--- src/hw/rtl/itr_pkg.sv ---
package itr_pkg;

	localparam int unsigned FRAME_BYTES = 8;
	localparam int unsigned CNT_W       = 12;

	typedef enum logic [1:0] {
		CMD_ADD   = 2'd0,
		CMD_READ  = 2'd1,
		CMD_RESET = 2'd2,
		CMD_NONE  = 2'd3
	} cmd_code_t;

	typedef enum logic [2:0] {
		ST_OK          = 3'd0,
		ST_PROGRESS    = 3'd1,
		ST_COMPLETE    = 3'd2,
		ST_FLOWCTL     = 3'd3,
		ST_SEQERR      = 3'd4,
		ST_OVERFLOW    = 3'd5,
		ST_ERROR       = 3'd6,
		ST_UNSUPPORTED = 3'd7
	} status_t;

	typedef enum logic [3:0] {
		FT_SINGLE      = 4'd0,
		FT_FIRST       = 4'd1,
		FT_CONSECUTIVE = 4'd2,
		FT_FLOW        = 4'd3
	} frame_type_t;

	typedef enum logic [1:0] {
		S_IDLE,
		S_DECODE,
		S_COPY,
		S_RESP
	} state_t;

	typedef struct packed {
		logic latch;
		logic decode;
		logic copy;
	} dp_ctrl_t;

	typedef struct packed {
		logic copy_done;
	} dp_stat_t;

endpackage

--- src/hw/rtl/itr_ctrl.sv ---
module itr_ctrl (
	input  logic             clk,
	input  logic             arst_n,
	input  logic             in_valid,
	output logic             in_ready,
	output logic             out_valid,
	input  logic             out_ready,
	output itr_pkg::dp_ctrl_t ctrl,
	input  itr_pkg::dp_stat_t stat
);
	import itr_pkg::*;

	state_t state_q, state_d;

	always_ff @(posedge clk or negedge arst_n) begin
		if (!arst_n) begin
			state_q <= S_IDLE;
		end else begin
			state_q <= state_d;
		end
	end

	always_comb begin
		state_d   = state_q;
		in_ready  = 1'b0;
		out_valid = 1'b0;
		ctrl      = '0;
		unique case (state_q)
			S_IDLE: begin
				in_ready = 1'b1;
				if (in_valid) begin
					ctrl.latch = 1'b1;
					state_d    = S_DECODE;
				end
			end
			S_DECODE: begin
				ctrl.decode = 1'b1;
				state_d     = S_COPY;
			end
			S_COPY: begin
				if (stat.copy_done) begin
					state_d = S_RESP;
				end else begin
					ctrl.copy = 1'b1;
				end
			end
			S_RESP: begin
				out_valid = 1'b1;
				if (out_ready) begin
					state_d = S_IDLE;
				end
			end
			default: state_d = S_IDLE;
		endcase
	end

endmodule

--- config.mk ---
export PLATFORM = sky130hd
export DESIGN_NAME = itr_ctrl
export DESIGN_NICKNAME = d
export VERILOG_FILES = /design/src/hw/rtl/itr_pkg.sv /design/src/hw/rtl/itr_ctrl.sv
export SDC_FILE = /design/constraint.sdc
export NUM_CORES = 1
export LEC_CHECK = 0
export ABC_AREA = 1
export BUFFER_PORTS_ARGS = -buffer_cell sky130_fd_sc_hd__buf_2
export CAP_MARGIN = 20
export CORE_AREA = 2 2 39 41
export DETAILED_ROUTE_END_ITERATION = 8
export DIE_AREA = 0 0 41 43
export PLACE_DENSITY = 0.34
export SYNTH_ARGS = -nofsm -noshare
export SYNTH_HDL_FRONTEND = slang
export SYNTH_SLANG_ARGS = --single-unit
--- constraint.sdc ---
create_clock -name clk -period 1.55 [get_ports clk]
set_input_delay 0.3875 -clock clk [delete_from_list [all_inputs] [get_ports clk]]
set_output_delay 0.3875 -clock clk [all_outputs]
set_load 0.05 [all_outputs]
==> run metrics <==
status=completed; CP endpoint kind=output port; clk slew on worst S/H paths=30 ps; std cell rows=14; Worst EP required=1160 ps; CP Launch Type=flip-flop; slowest cell on the critical path=dfrtp_1; grt ovf=0; ANT nets after route=0; Final setup viols=0; CP Data Arrival Time=1130 ps; crit-path max cell delay=380 ps; worst skew pair latency=220 ps; vias in the first global route=232; Gate Count Post-Synth=27; routed vias/inst=3.52; first-pass GRT wire length=807 um; Crit Path Max Fanout=3; VDD IR max=0.685 mV; maximum clock rate=0.658 GHz; Port Buf Inserts=9; clk sinks=2; FILL cells=163; min Tclk post-route=1520 ps; largest family of logic cells by synthesized area=simple AND/OR/NAND/NOR gates; Die Y=43 um; DP HPWL=352 um; final instance area=410 sq um; Worst Skew=2.86 ps; io pins=10; Mapped Area=193 sq um; Die X=41 um; Max Cap Viol=0; Num CTS Buffers=3; PwrDens=2320 mW/mm^2; vias post-DR=222; WS Path Type=flip-flop to output port; drt pass-1 iters=2; post-synthesis mux area share=0%; sequential area share after synthesis=26.0%; Synth area leader=dfrtp_1; gpl congestion=0.744; WHS=487 ps; Starting Density=13.9%; Final Cycle Share=98.0%; share of cells above drive strength 1=61.7%; worst-path cell chain=buf_4, ha_1, buf_2; Post-Synth Simple-Gate Area=30.5%; Adder-Cell Fraction of Synth Area=26.0%; CTS tree=yes; Area Growth Syn to Fin=113%; max reg flops=2; Placed Area=297 sq um; Clock Path Buffers=2; Largest Register=state_q; post-synthesis register bit count=2; core area=0.00138 sq mm; RSZ-0062 raised after global routing=yes; syn avg cell area=7.14 sq um; antenna violations before repair=0; syn nets=36; Tot GR Track Use=7.13%; final WL=473 um; CTS Root Cell=clkbuf_4; DRT iter0 DRCs=1; xor/xnor cell area share of the yosys netlist=0%; Synth cell types=7; worst slew pin tran=247 ps; Min-Delay Path Class=primary input to asynchronous set/reset pin; post-synth top area share=26.0%; Synth Warn #=0; commonest non-fill, non-tap cells in the layout=nand2_1, buf_4, inv_1, buf_2, clkbuf_4; Leakage Power=0.000231 uW; post-synthesis compound-gate area fraction=0%; NumNets Final=58; die area=0.00176 sq mm; final hold violation count=0; pin count of the biggest net entering global routing=5; DRC=0; average wire per standard cell=7.51 um; Worst slew margin=83.6%; largest registers=state_q (2); Max Slew Vio Count=0; # diodes=0; CTS H-tree lvls=1; main area contributors after synthesis=dfrtp_1, ha_1, inv_1
[cell type report]
| cell class | instances | area, sq um | area share (%) |
|---|---|---|---|
| multi-input cells | 16 | 144 | 35.1 |
| repair buffers | 17 | 136 | 33.2 |
| flip-flops and latches | 2 | 50.0 | 12.2 |
| inverters | 9 | 37.5 | 9.15 |
| clock buffers | 3 | 22.5 | 5.49 |
| well taps | 16 | 20.0 | 4.88 |
[kinds of logic (layout without fill, tap and decap cells)]
kind of cell | after synthesis | in the layout
adders and majority gates | 4 | 4
and+or+nand+nor | 12 | 12
buffers and inverters | 9 | 29
DFF | 2 | 2
[final timing paths]
| path | from | end | slack, ps | cells after the start |
|---|---|---|---|---|
| max | state_q[0] | ctrl[1] | 30 | 3 |
| min | arst_n | state_q[1] | 490 | 2 |
| max reg2reg | state_q[0] | state_q[0] | 140 | 9 |
| min reg2reg | state_q[0] | state_q[0] | 620 | 3 |
| max in group asynchronous | arst_n | state_q[0] | 970 | 2 |
| min in group clk | out_ready | state_q[1] | 580 | 5 |
[cell usage after synthesis]
| cell type | n |
|---|---|
| nand4_1 | 2 |
| ha_1 | 4 |
| nand2_1 | 8 |
| nand3_2 | 1 |
| inv_1 | 9 |
| dfrtp_1 | 2 |
| nand2_2 | 1 |
[layer usage]
layer	up-vias	track usage (%)	share of wire, %
met3	0	0	3.6
li1	118	-	-
met2	5	11.6	58
met5	-	0	0
met1	99	7.07	38
met4	0	8.00	0
[through the flow]
step / instances / setup slack, ps / utilization [%] / total power (uW) / TNS, ps
after floorplan: 27 / 66.7 / - / 559 / 0
after global placement: 55 / 124 / 21.4 / 688 / 0
after detailed placement: 55 / 126 / 21.4 / 682 / 0
after CTS: 62 / 1.78 / 28.0 / 912 / 0
after global routing: 63 / -18.3 / 29.7 / 1030 / -36.3
final: 63 / 30.7 / 29.7 / 953 / 0
[power by group]
group / internal, uW / switching (uW) / total [uW]
Combinational: 305 / 430 / 735
Sequential: 82.3 / 19.6 / 102
Clock: 85.4 / 29.9 / 115
[worst max-delay path: cells and delay by family (launching register included)]
kind / cells / cell delay (ps)
adder cells (fa/ha/maj): 1 / 180
buffers and inverters: 2 / 360
flip-flops: 1 / 380
[what timing repair did]
action,CTS,global route
gates resized for setup,12,5
buffers inserted,3,1
hold endpoints to repair,2,0
hold buffers,1,0
endpoints found under the setup margin,2,4
pin swaps,2,1
Note: power is estimated with default switching activity, not from simulation.
